==> src/sv/blr_pkg.sv <==
`timescale 1ns / 1ps
// Shared types and constants for the Bresenham line rasterizer.
// No dependencies; imported by every module of the block.
package blr_pkg;

   // command codes carried in req_tuser
   localparam logic CMD_ADVANCE = 1'b0;
   localparam logic CMD_START   = 1'b1;

   // configuration port layout
   localparam int CSR_INDEX_BITS = 2;
   localparam int CSR_DATA_BITS  = 12;
   localparam int ORIGIN_BITS    = 11;
   localparam int WINDOW_BITS    = 12;
   localparam int SCREEN_BITS    = 13;

   localparam logic [CSR_INDEX_BITS-1:0] CSR_ORIGIN_X      = 2'd0;
   localparam logic [CSR_INDEX_BITS-1:0] CSR_ORIGIN_Y      = 2'd1;
   localparam logic [CSR_INDEX_BITS-1:0] CSR_WINDOW_WIDTH  = 2'd2;
   localparam logic [CSR_INDEX_BITS-1:0] CSR_WINDOW_HEIGHT = 2'd3;

   localparam logic [ORIGIN_BITS-1:0] ORIGIN_X_RESET      = 11'd400;
   localparam logic [ORIGIN_BITS-1:0] ORIGIN_Y_RESET      = 11'd300;
   localparam logic [WINDOW_BITS-1:0] WINDOW_WIDTH_RESET  = 12'd800;
   localparam logic [WINDOW_BITS-1:0] WINDOW_HEIGHT_RESET = 12'd600;

   // walk direction of the current line
   typedef struct packed {
      logic steep;       // y is the major axis
      logic x_backward;
      logic y_backward;
   } dir_type;

   // screen mapping registers
   typedef struct packed {
      logic [ORIGIN_BITS-1:0] origin_x;
      logic [ORIGIN_BITS-1:0] origin_y;
      logic [WINDOW_BITS-1:0] window_width;
      logic [WINDOW_BITS-1:0] window_height;
   } view_type;

endpackage

==> src/sv/bresenham_line_rasterizer_unit.sv <==
`timescale 1ns / 1ps
// Bresenham line rasterizer, top level. Uses blr_pkg, blr_line_step, blr_pixel_map.
// A pixel is registered and appears on rsp in the cycle after its command item is accepted.
// Throughput: one item per cycle; the line state and the single result register
// update in the accept cycle, so req_tready only drops while a result is stalled.
// Reset (synchronous): line walk idle, result register empty, view registers at defaults.
module bresenham_line_rasterizer_unit #(
   parameter int COORD_BITS = 11,
   parameter int COLOR_BITS = 4
) (
   input  logic                                  clock,
   input  logic                                  reset,
   // tdata: start_x, start_y, end_x, end_y, color (from bit 0 up), zero padded
   input  logic [((4*COORD_BITS+COLOR_BITS+7)/8)*8-1:0] req_tdata,
   // tuser: command
   input  logic                                  req_tuser,
   input  logic                                  req_tvalid,
   output logic                                  req_tready,
   // tdata: screen_x, screen_y, pixel_color (from bit 0 up), zero padded
   output logic [((2*blr_pkg::SCREEN_BITS+COLOR_BITS+7)/8)*8-1:0] rsp_tdata,
   // tuser: in_window
   output logic                                  rsp_tuser,
   output logic                                  rsp_tlast,
   output logic                                  rsp_tvalid,
   input  logic                                  rsp_tready,
   input  logic                                  csr_we,
   input  logic [blr_pkg::CSR_INDEX_BITS-1:0]    csr_index,
   input  logic [blr_pkg::CSR_DATA_BITS-1:0]     csr_wdata
);
   import blr_pkg::*;

   localparam int N     = COORD_BITS;
   localparam int E     = COORD_BITS + 3;
   localparam int RSP_W = ((2*SCREEN_BITS+COLOR_BITS+7)/8)*8;

   // input fields
   logic signed [N-1:0]          start_x, start_y, end_x, end_y;
   logic        [COLOR_BITS-1:0] color;

   assign start_x = req_tdata[N-1:0];
   assign start_y = req_tdata[2*N-1:N];
   assign end_x   = req_tdata[3*N-1:2*N];
   assign end_y   = req_tdata[4*N-1:3*N];
   assign color   = req_tdata[4*N+COLOR_BITS-1:4*N];

   // line state
   logic signed [N-1:0]          cur_x_ff, cur_y_ff, cur_x_in, cur_y_in;
   logic        [N-1:0]          remaining_ff, remaining_in;
   logic signed [E-1:0]          error_ff, error_in;
   logic        [N-1:0]          abs_dx_ff, abs_dy_ff, abs_dx_in, abs_dy_in;
   dir_type                      dir_ff, dir_in;
   logic                         busy_ff;
   logic        [COLOR_BITS-1:0] line_color_ff, line_color_in;
   view_type                     view_ff;

   // result register
   logic [RSP_W-1:0]             rsp_data_ff;
   logic                         rsp_user_ff, rsp_last_ff, rsp_valid_ff;

   logic                         accept, is_start, step_go;
   logic signed [SCREEN_BITS-1:0] screen_x, screen_y;
   logic                         in_window;

   assign req_tready = !rsp_valid_ff || rsp_tready;
   assign accept     = req_tvalid && req_tready;
   assign is_start   = req_tuser == CMD_START;
   // an advance with no line in progress is consumed without a result
   assign step_go    = accept && (is_start || busy_ff);

   assign line_color_in = is_start ? color : line_color_ff;

   blr_line_step #(.COORD_BITS(COORD_BITS)) u_step (
      .start          (is_start),
      .start_x        (start_x),
      .start_y        (start_y),
      .end_x          (end_x),
      .end_y          (end_y),
      .cur_x          (cur_x_ff),
      .cur_y          (cur_y_ff),
      .remaining      (remaining_ff),
      .error_term     (error_ff),
      .abs_dx         (abs_dx_ff),
      .abs_dy         (abs_dy_ff),
      .dir            (dir_ff),
      .next_cur_x     (cur_x_in),
      .next_cur_y     (cur_y_in),
      .next_remaining (remaining_in),
      .next_error     (error_in),
      .next_abs_dx    (abs_dx_in),
      .next_abs_dy    (abs_dy_in),
      .next_dir       (dir_in)
   );

   blr_pixel_map #(.COORD_BITS(COORD_BITS)) u_map (
      .cur_x     (cur_x_in),
      .cur_y     (cur_y_in),
      .view      (view_ff),
      .screen_x  (screen_x),
      .screen_y  (screen_y),
      .in_window (in_window)
   );

   always_ff @(posedge clock) begin
      if (reset) begin
         cur_x_ff      <= '0;
         cur_y_ff      <= '0;
         remaining_ff  <= '0;
         error_ff      <= '0;
         abs_dx_ff     <= '0;
         abs_dy_ff     <= '0;
         dir_ff        <= '0;
         busy_ff       <= 1'b0;
         line_color_ff <= '0;
      end else if (step_go) begin
         cur_x_ff      <= cur_x_in;
         cur_y_ff      <= cur_y_in;
         remaining_ff  <= remaining_in;
         error_ff      <= error_in;
         abs_dx_ff     <= abs_dx_in;
         abs_dy_ff     <= abs_dy_in;
         dir_ff        <= dir_in;
         busy_ff       <= remaining_in != '0;
         line_color_ff <= line_color_in;
      end
   end

   always_ff @(posedge clock) begin
      if (reset) begin
         rsp_valid_ff <= 1'b0;
      end else if (step_go) begin
         rsp_valid_ff <= 1'b1;
      end else if (rsp_tready) begin
         rsp_valid_ff <= 1'b0;
      end
   end

   always_ff @(posedge clock) begin
      if (step_go) begin
         rsp_data_ff <= RSP_W'({line_color_in, screen_y, screen_x});
         rsp_user_ff <= in_window;
         rsp_last_ff <= remaining_in == '0;
      end
   end

   always_ff @(posedge clock) begin
      if (reset) begin
         view_ff.origin_x      <= ORIGIN_X_RESET;
         view_ff.origin_y      <= ORIGIN_Y_RESET;
         view_ff.window_width  <= WINDOW_WIDTH_RESET;
         view_ff.window_height <= WINDOW_HEIGHT_RESET;
      end else if (csr_we) begin
         unique case (csr_index)
            CSR_ORIGIN_X:      view_ff.origin_x      <= csr_wdata[ORIGIN_BITS-1:0];
            CSR_ORIGIN_Y:      view_ff.origin_y      <= csr_wdata[ORIGIN_BITS-1:0];
            CSR_WINDOW_WIDTH:  view_ff.window_width  <= csr_wdata[WINDOW_BITS-1:0];
            CSR_WINDOW_HEIGHT: view_ff.window_height <= csr_wdata[WINDOW_BITS-1:0];
            default: ;
         endcase
      end
   end

   assign rsp_tdata  = rsp_data_ff;
   assign rsp_tuser  = rsp_user_ff;
   assign rsp_tlast  = rsp_last_ff;
   assign rsp_tvalid = rsp_valid_ff;

endmodule

==> src/sv/blr_line_step.sv <==
`timescale 1ns / 1ps
// Next-state logic of the line walk: line setup on start, one Bresenham step on advance.
// Depends on blr_pkg.
module blr_line_step #(
   parameter int COORD_BITS = 11
) (
   input  logic                         start,
   input  logic signed [COORD_BITS-1:0] start_x,
   input  logic signed [COORD_BITS-1:0] start_y,
   input  logic signed [COORD_BITS-1:0] end_x,
   input  logic signed [COORD_BITS-1:0] end_y,
   input  logic signed [COORD_BITS-1:0] cur_x,
   input  logic signed [COORD_BITS-1:0] cur_y,
   input  logic        [COORD_BITS-1:0] remaining,
   input  logic signed [COORD_BITS+2:0] error_term,
   input  logic        [COORD_BITS-1:0] abs_dx,
   input  logic        [COORD_BITS-1:0] abs_dy,
   input  blr_pkg::dir_type             dir,
   output logic signed [COORD_BITS-1:0] next_cur_x,
   output logic signed [COORD_BITS-1:0] next_cur_y,
   output logic        [COORD_BITS-1:0] next_remaining,
   output logic signed [COORD_BITS+2:0] next_error,
   output logic        [COORD_BITS-1:0] next_abs_dx,
   output logic        [COORD_BITS-1:0] next_abs_dy,
   output blr_pkg::dir_type             next_dir
);
   import blr_pkg::*;

   localparam int N = COORD_BITS;
   localparam int E = COORD_BITS + 3;
   localparam logic [N-1:0] ONE = {{(N-1){1'b0}}, 1'b1};

   logic signed [N:0]   dx, dy, neg_dx, neg_dy;
   logic        [N-1:0] adx, ady;
   logic                steep_new;
   logic        [N-1:0] major_s, minor_s, major_a, minor_a;
   logic signed [E-1:0] err_start, err_up, err_down;
   logic        [N-1:0] x_inc, y_inc;
   logic                minor_move;

   // setup
   always_comb begin
      dx        = {end_x[N-1], end_x} - {start_x[N-1], start_x};
      dy        = {end_y[N-1], end_y} - {start_y[N-1], start_y};
      neg_dx    = -dx;
      neg_dy    = -dy;
      adx       = dx[N] ? neg_dx[N-1:0] : dx[N-1:0];
      ady       = dy[N] ? neg_dy[N-1:0] : dy[N-1:0];
      steep_new = ady > adx;
      major_s   = steep_new ? ady : adx;
      minor_s   = steep_new ? adx : ady;
      err_start = $signed({2'b00, minor_s, 1'b0}) - $signed({3'b000, major_s});
   end

   // one step along the major axis
   always_comb begin
      major_a    = dir.steep ? abs_dy : abs_dx;
      minor_a    = dir.steep ? abs_dx : abs_dy;
      err_up     = $signed({2'b00, minor_a, 1'b0});
      err_down   = err_up - $signed({2'b00, major_a, 1'b0});
      minor_move = error_term > 0;
      x_inc      = dir.x_backward ? {N{1'b1}} : ONE;
      y_inc      = dir.y_backward ? {N{1'b1}} : ONE;
   end

   always_comb begin
      if (start) begin
         next_cur_x          = start_x;
         next_cur_y          = start_y;
         next_remaining      = major_s;
         next_error          = err_start;
         next_abs_dx         = adx;
         next_abs_dy         = ady;
         next_dir.steep      = steep_new;
         next_dir.x_backward = dx[N];
         next_dir.y_backward = dy[N];
      end else begin
         next_cur_x     = cur_x;
         next_cur_y     = cur_y;
         if (!dir.steep || minor_move) begin
            next_cur_x = cur_x + x_inc;
         end
         if (dir.steep || minor_move) begin
            next_cur_y = cur_y + y_inc;
         end
         next_error     = error_term + (minor_move ? err_down : err_up);
         next_remaining = remaining - ONE;
         next_abs_dx    = abs_dx;
         next_abs_dy    = abs_dy;
         next_dir       = dir;
      end
   end

endmodule

==> src/sv/blr_pixel_map.sv <==
`timescale 1ns / 1ps
// Maps a logical pixel to screen coordinates and tests it against the window.
// Depends on blr_pkg.
module blr_pixel_map #(
   parameter int COORD_BITS = 11
) (
   input  logic signed [COORD_BITS-1:0]         cur_x,
   input  logic signed [COORD_BITS-1:0]         cur_y,
   input  blr_pkg::view_type                    view,
   output logic signed [blr_pkg::SCREEN_BITS-1:0] screen_x,
   output logic signed [blr_pkg::SCREEN_BITS-1:0] screen_y,
   output logic                                 in_window
);
   import blr_pkg::*;

   // wide enough for coordinate plus origin and for the window compare
   localparam int SUM_W = ((COORD_BITS + 1 > WINDOW_BITS) ? COORD_BITS + 1 : WINDOW_BITS) + 1;

   logic signed [SUM_W-1:0] cx_ext, cy_ext, ox_ext, oy_ext, sx, sy;

   always_comb begin
      cx_ext    = SUM_W'(cur_x);
      cy_ext    = SUM_W'(cur_y);
      ox_ext    = SUM_W'(view.origin_x);
      oy_ext    = SUM_W'(view.origin_y);
      sx        = cx_ext + ox_ext;
      sy        = oy_ext - cy_ext;
      in_window = !sx[SUM_W-1] && !sy[SUM_W-1]
                  && ($unsigned(sx) < SUM_W'(view.window_width))
                  && ($unsigned(sy) < SUM_W'(view.window_height));
      screen_x  = sx[SCREEN_BITS-1:0];
      screen_y  = sy[SCREEN_BITS-1:0];
   end

endmodule

==> config.mk <==
export PLATFORM = sky130hd
export DESIGN_NAME = bresenham_line_rasterizer_unit
export DESIGN_NICKNAME = d
export VERILOG_FILES = /design/src/sv/blr_pkg.sv /design/src/sv/bresenham_line_rasterizer_unit.sv /design/src/sv/blr_line_step.sv /design/src/sv/blr_pixel_map.sv
export SDC_FILE = /design/constraint.sdc
export NUM_CORES = 1
export LEC_CHECK = 0
export BUFFER_PORTS_ARGS = -buffer_cell sky130_fd_sc_hd__buf_2
export CAP_MARGIN = 20
export CORE_AREA = 5 5 158 160
export DETAILED_ROUTE_END_ITERATION = 10
export DIE_AREA = 0 0 163 165
export HOLD_SLACK_MARGIN = 0.02
export PLACE_DENSITY_LB_ADDON = 0.15
export RECOVER_POWER = 50
export SKIP_CTS_REPAIR_TIMING = 1
export SYNTH_ARGS = -nofsm -noshare
export SYNTH_HDL_FRONTEND = slang
export SYNTH_HIERARCHICAL = 1
export SYNTH_SLANG_ARGS = --single-unit
==> constraint.sdc <==
create_clock -name clock -period 18.2 [get_ports clock]
set_clock_uncertainty 0.1 [all_clocks]
set_input_delay 3.64 -clock clock [delete_from_list [all_inputs] [get_ports clock]]
set_output_delay 3.64 -clock clock [all_outputs]
set_load 0.05 [all_outputs]
Word-level counts from Yosys, hierarchy flattened
Cells that the tools add are included.
Widths: inputs -> output; s select.
Cells by class
  add/subtract/negate cells: 12
  $lt $le $gt $ge: 4
  eq/ne operators: 3
  multiplexer cells: 18
  reductions and logical operators: 22
Operators with widths (number)
  $mux 11: 13
  $mux 14: 2
  $lt 13x12->1: 2
  $sub 12x11->13: 2
  $sub 11x11->12: 2
  $add 11x11->11: 2
  $neg 11->11: 2
  $add 14x14->14: 1
  $gt 14x1->1 const B: 1
  $add 11x12->13: 1
  $sub 12x12->13: 1
  $gt 11x11->1: 1
  $logic_not 11->1: 1
  $reduce_bool 11->1: 1
  $sub 11x1->11 const B: 1
  $reduce_and 2->1: 5
  $logic_and 1x1->1: 5
  $eq 2x2->1 const B: 2
  $logic_not 1->1: 4
  $logic_or 1x1->1: 4
  $mux 4: 1
  $eq 2x1->1 const B: 1
  $logic_not 2->1: 1
  $mux 1: 2
  $reduce_bool 2->1: 1
Word-level totals
  register bits: 156
  input bits: 68
  output and inout port bits: 36
  word-level logic and storage cells: 78

Depth between registers and ports, before layout
  depth in word-level cells: 9
  depth in mapped cells: 40
  mapped depth without buffers: 39

Modules after synthesis
Netlist, hierarchy kept.
Modules (own cells, without submodules)
  bresenham_line_rasterizer_unit: times used 1, cells an instance 604, area each 6063.3 µm², sequential area each 3443.3 µm²
  blr_line_step: times used 1, cells an instance 949, area each 6000.8 µm², sequential area each 0.0 µm²
  blr_pixel_map: times used 1, cells an instance 220, area each 1672.9 µm², sequential area each 0.0 µm²

Worst setup path after synthesis
No wires, ideal clock.
  path type: input -> register
  start: input port req_tdata[33]
  end: register error_ff[10]
  library setup time: 0.066 ns
  arrival time: 9.808 ns
  data required time: 18.034 ns
  slack: 8.225 ns
  stages: 36
  path buffers: 2
  cell sequence: inv_1 ha_1 fa_1 nand2b_1 o2bb2ai_1 xnor2_1 o221ai_2 nand3_1 o21ai_0 xor2_1 inv_1 ha_1 a211o_1 o31a_1 a221oi_1 a22o_1 a31o_1 and2_1 buf_2 buf_2 mux2i_1 ha_1 nor2b_1 o21ai_0 a21oi_1 o21ai_0 nand2_1 and2_1 o21ai_0 nand2b_1 a21o_1 a21o_1 xnor2_1 a21oi_1 nand3_2 a21oi_2
Between the ends
  cells in the longest elaborated chain, start to end: 7
  elaborated cells on any way between the ends: 8
  classes of those cells: add/sub (3); order compare (1); mux (4)
Ends and longest elaborated chain
  start, declared: line bresenham_line_rasterizer_unit.sv:14  | input logic [((4*COORD_BITS+COLOR_BITS+7)/8)*8-1:0] req_tdata,
  $sub 11x11->12 *: line blr_line_step.sv:44  | dy = {end_y[N-1], end_y} - {start_y[N-1], start_y};
  $neg 11->11: line blr_line_step.sv:46  | neg_dy = -dy;
  $mux 11 *: line blr_line_step.sv:48  | ady = dy[N] ? neg_dy[N-1:0] : dy[N-1:0];
  $gt 11x11->1: line blr_line_step.sv:49  | steep_new = ady > adx;
  $mux 11 (on tied branches): line blr_line_step.sv:51, blr_line_step.sv:50
  $sub 12x11->13 *: line blr_line_step.sv:52  | err_start = $signed({2'b00, minor_s, 1'b0}) - $signed({3'b000, major_s});
  $mux 14 *: line blr_line_step.sv:67  | if (start) begin
  named net error_in[10]: line bresenham_line_rasterizer_unit.sv:49  | logic signed [E-1:0] error_ff, error_in;
  end signal, assigned: line bresenham_line_rasterizer_unit.sv:118  | error_ff <= error_in;
  end, declared: line bresenham_line_rasterizer_unit.sv:49
The timed path passes the listed nets; every way through them passes the cells marked *.
A chain may end at the register's enable or synchronous reset.

Worst setup path after layout
  start: input port req_tdata[15]
  end: register error_ff[10]
Same word-level chain as after synthesis.

==> impl_metrics.toml <==
[status]
outcome = "complete, but fails checks"
violations = "capacitance limit, slew limit"

[clocking]
path_clk_slew_ns = 0.08
numCtsBuffers = 17
cts_buffer_depth = 2
cts-htree-levels = 4
cts_sinks = 156
insertion_delay_ns = 0.44
cts_tree = "yes"
root_buffer = "clkbuf_16"

[setup_path]
cp.required_ns = 18.46
cpPeakStageDelay_ns = 0.46
cp_slowest_cell = "a31oi_1"
path_common_cell = "o21ai_0"
cp_max_fo = 29
end_kind = "flop"
worstPathArrival_ns = 10.76
startpoint_type = "input port"
worst-setup-path-type = "input port to flop"

[detailed_routing]
viasPerCell = 5.95
drt_pass1_iterations = 6
wl_per_cell_um = 17.2
drt_first_iter_violations = 906
vias = 12800
detail-route-antenna-nets = 0
drc_errors = 0
routed_wl_um = 36800

[global_route]
antenna_found_initial = 3
grt_pass1_vias = 12300
grt_pass1_wl_um = 59900
track_usage_pct = 27.2
gr-total-overflow = 0
grt_max_degree = 80

[placement]
post-place-cells = 2108
hpwl_um = 26700
routabilityCongestion = 0.909
placed_cell_area_mm2 = 0.0142
numPortBuffers = 101

[power]
power_density_mw_per_mm2 = 133
leakage_nw = 6.08
worst_ir_drop_vdd_mv = 0.0838
p_total_mw = 1.96

[logic_synthesis]
synth_common_cells = "a21oi_1 (214), nand2_1 (174), nor2_1 (142)"
yosysSeqAreaShare_pct = 25.1
ys.warnings.count = 6
synth.distinct_cells = 98
yosys.area.top_type = "dfxtp_1"
syn_area_per_cell_um2 = 7.75
synth_area_leaders = "dfxtp_1 (18%), ha_1 (11%), a21oi_1 (7.8%)"
synth_edf_count = 32
synth_cells = 1773
yosysMostFrequentCell = "a21oi_1"
synth_ff_type = "dfxtp_1"
netlist.area_leader.share_pct = 18.1
mappedNetlistArea_mm2 = 0.0137
async_flop_share_pct = 0
synth_seq_cells = 156

[timing]
setup_tns_ns = 0
slew_violations = 151
finalSetupViolations = 0
worstMarginPinSlew_ns = 3.03
min_period_ns = 10.50
maxSlewHeadroom_pct = -102
fmax_mhz = 95.3
finalHoldViolCount = 0
finalCritPeriodShare_pct = 57.7
rsz0062_at_grt = "no"

[finish]
layout.filler_cells = 2129
drive_gt1_share_pct = 11.2
final_area_mm2 = 0.0148
fin_cells = 2143
syn2layout_area_growth_pct = 7.58
nets = 2008

[worst_hold_path]
hold_path.class = "flop to flop"

[floorplan]
io_pins = 104
die_area_mm2 = 0.0269
rows = 56
die_width_um = 163
coreArea_mm2 = 0.0233
fp.dieH_um = 165
start_util_pct = 59.1

[flow_run]
cap_violations = 3
[final timing paths]
check                       startpoint                         to  slack [ns]  cells after the start
max                      req_tdata[15]  error_ff[10]$_SDFFE_PP0P_        7.70                     37
min           view_ff[18]$_SDFFE_PP0P_   view_ff[18]$_SDFFE_PP0P_        0.36                      2
max reg2reg  error_ff[12]$_SDFFE_PP0P_        rsp_tuser$_DFFE_PP_       11.87                     20
min reg2reg   view_ff[18]$_SDFFE_PP0P_   view_ff[18]$_SDFFE_PP0P_        0.36                      2
[cell usage in the layout, fill, tap and decap left out, types with 7 or more instances in the layout]
cell / instances
a21oi_1: 214
nand2_1: 174
nor2_1: 140
o21ai_0: 135
dfxtp_1: 124
inv_1: 123
ha_1: 122
nand3_1: 71
buf_2: 65
xnor2_1: 53
clkbuf_1: 36
xor2_1: 35
a21oi_2: 33
edfxtp_1: 32
nand3_2: 30
nor3_1: 25
a211oi_1: 24
a21o_1: 23
nand3b_1: 22
mux2i_1: 22
nand2b_1: 21
nor2b_1: 20
o21ai_1: 17
clkbuf_16: 17
o21bai_1: 16
o21a_1: 13
nor4_1: 10
a31oi_1: 10
mux2_2: 8
buf_4: 8
fa_1: 8
and3_1: 7
or3_1: 7
a21boi_0: 7
o31ai_1: 7
[metrics by stage]
step	worst slack [ns]	hold WS (ns)	utilization (%)
4_1_cts	7.80	0.359	63.7
3_5_place_dp	7.41	0.348	61.0
2_1_floorplan	8.23	0.332	-
3_3_place_gp	7.65	0.340	61.0
6_report	7.70	0.358	63.5
5_1_grt	6.83	0.374	63.5
[critical path, delay by kind of cell]
| kind | cells | cell delay [ns] |
|---|---|---|
| AOI/OAI and AO/OA | 19 | 3.82 |
| xor gates and xnor gates | 2 | 0.49 |
| adders and majority gates | 3 | 1.10 |
| and+or+nand+nor | 9 | 1.11 |
| buffers and inverters | 4 | 0.56 |
[report_power, final]
part / switching (mW) / total (mW) / internal [mW]
Clock: 0.178 / 0.377 / 0.199
Combinational: 0.713 / 1.15 / 0.442
Sequential: 0.0314 / 0.431 / 0.399
[flip-flops by register name (all words and copies together) (netlist names), 3 cells and up]
signal / cells
cur_y_ff: 11
abs_dy_ff: 11
error_ff: 14
dir_ff: 3
abs_dx_ff: 11
cur_x_ff: 11
view_ff: 46
remaining_ff: 11
rsp_tdata: 30
line_color_ff: 4
[cell families (layout without fill, tap and decap cells)]
kind of cell               count (synthesis)  in the layout  synth area share [%]
AOI/OAI and AO/OA                        579            579                  26.5
xor gates and xnor gates                  88             88                  5.61
adders and majority gates                134            134                  12.6
buffers and inverters                    220            269                  7.30
DFF                                      156            156                  25.1
muxes                                     31             31                  2.34
other                                      1              3                0.0273
and+or+nand+nor                          564            564                  20.6
[per-layer routing]
metal	up-vias	part of all wire (%)	global-route usage (%)
li1	6415	-	-
met1	5945	43	33.1
met2	322	49	48.4
met3	71	4.7	4.32
met4	6	3.2	10.2
met5	-	0.11	0
[layout make-up]
type	count	area [um2]	area share [%]
multi-input cells	1398	9290	62.9
flip-flops and latches	156	3440	23.3
repair buffers	112	556	3.76
inverters	125	474	3.21
clock buffers	17	425	2.88
well taps	319	399	2.70
clock inverters	15	189	1.28
diodes	1	2.50	0.0169
(Power assumes the default switching activity.)
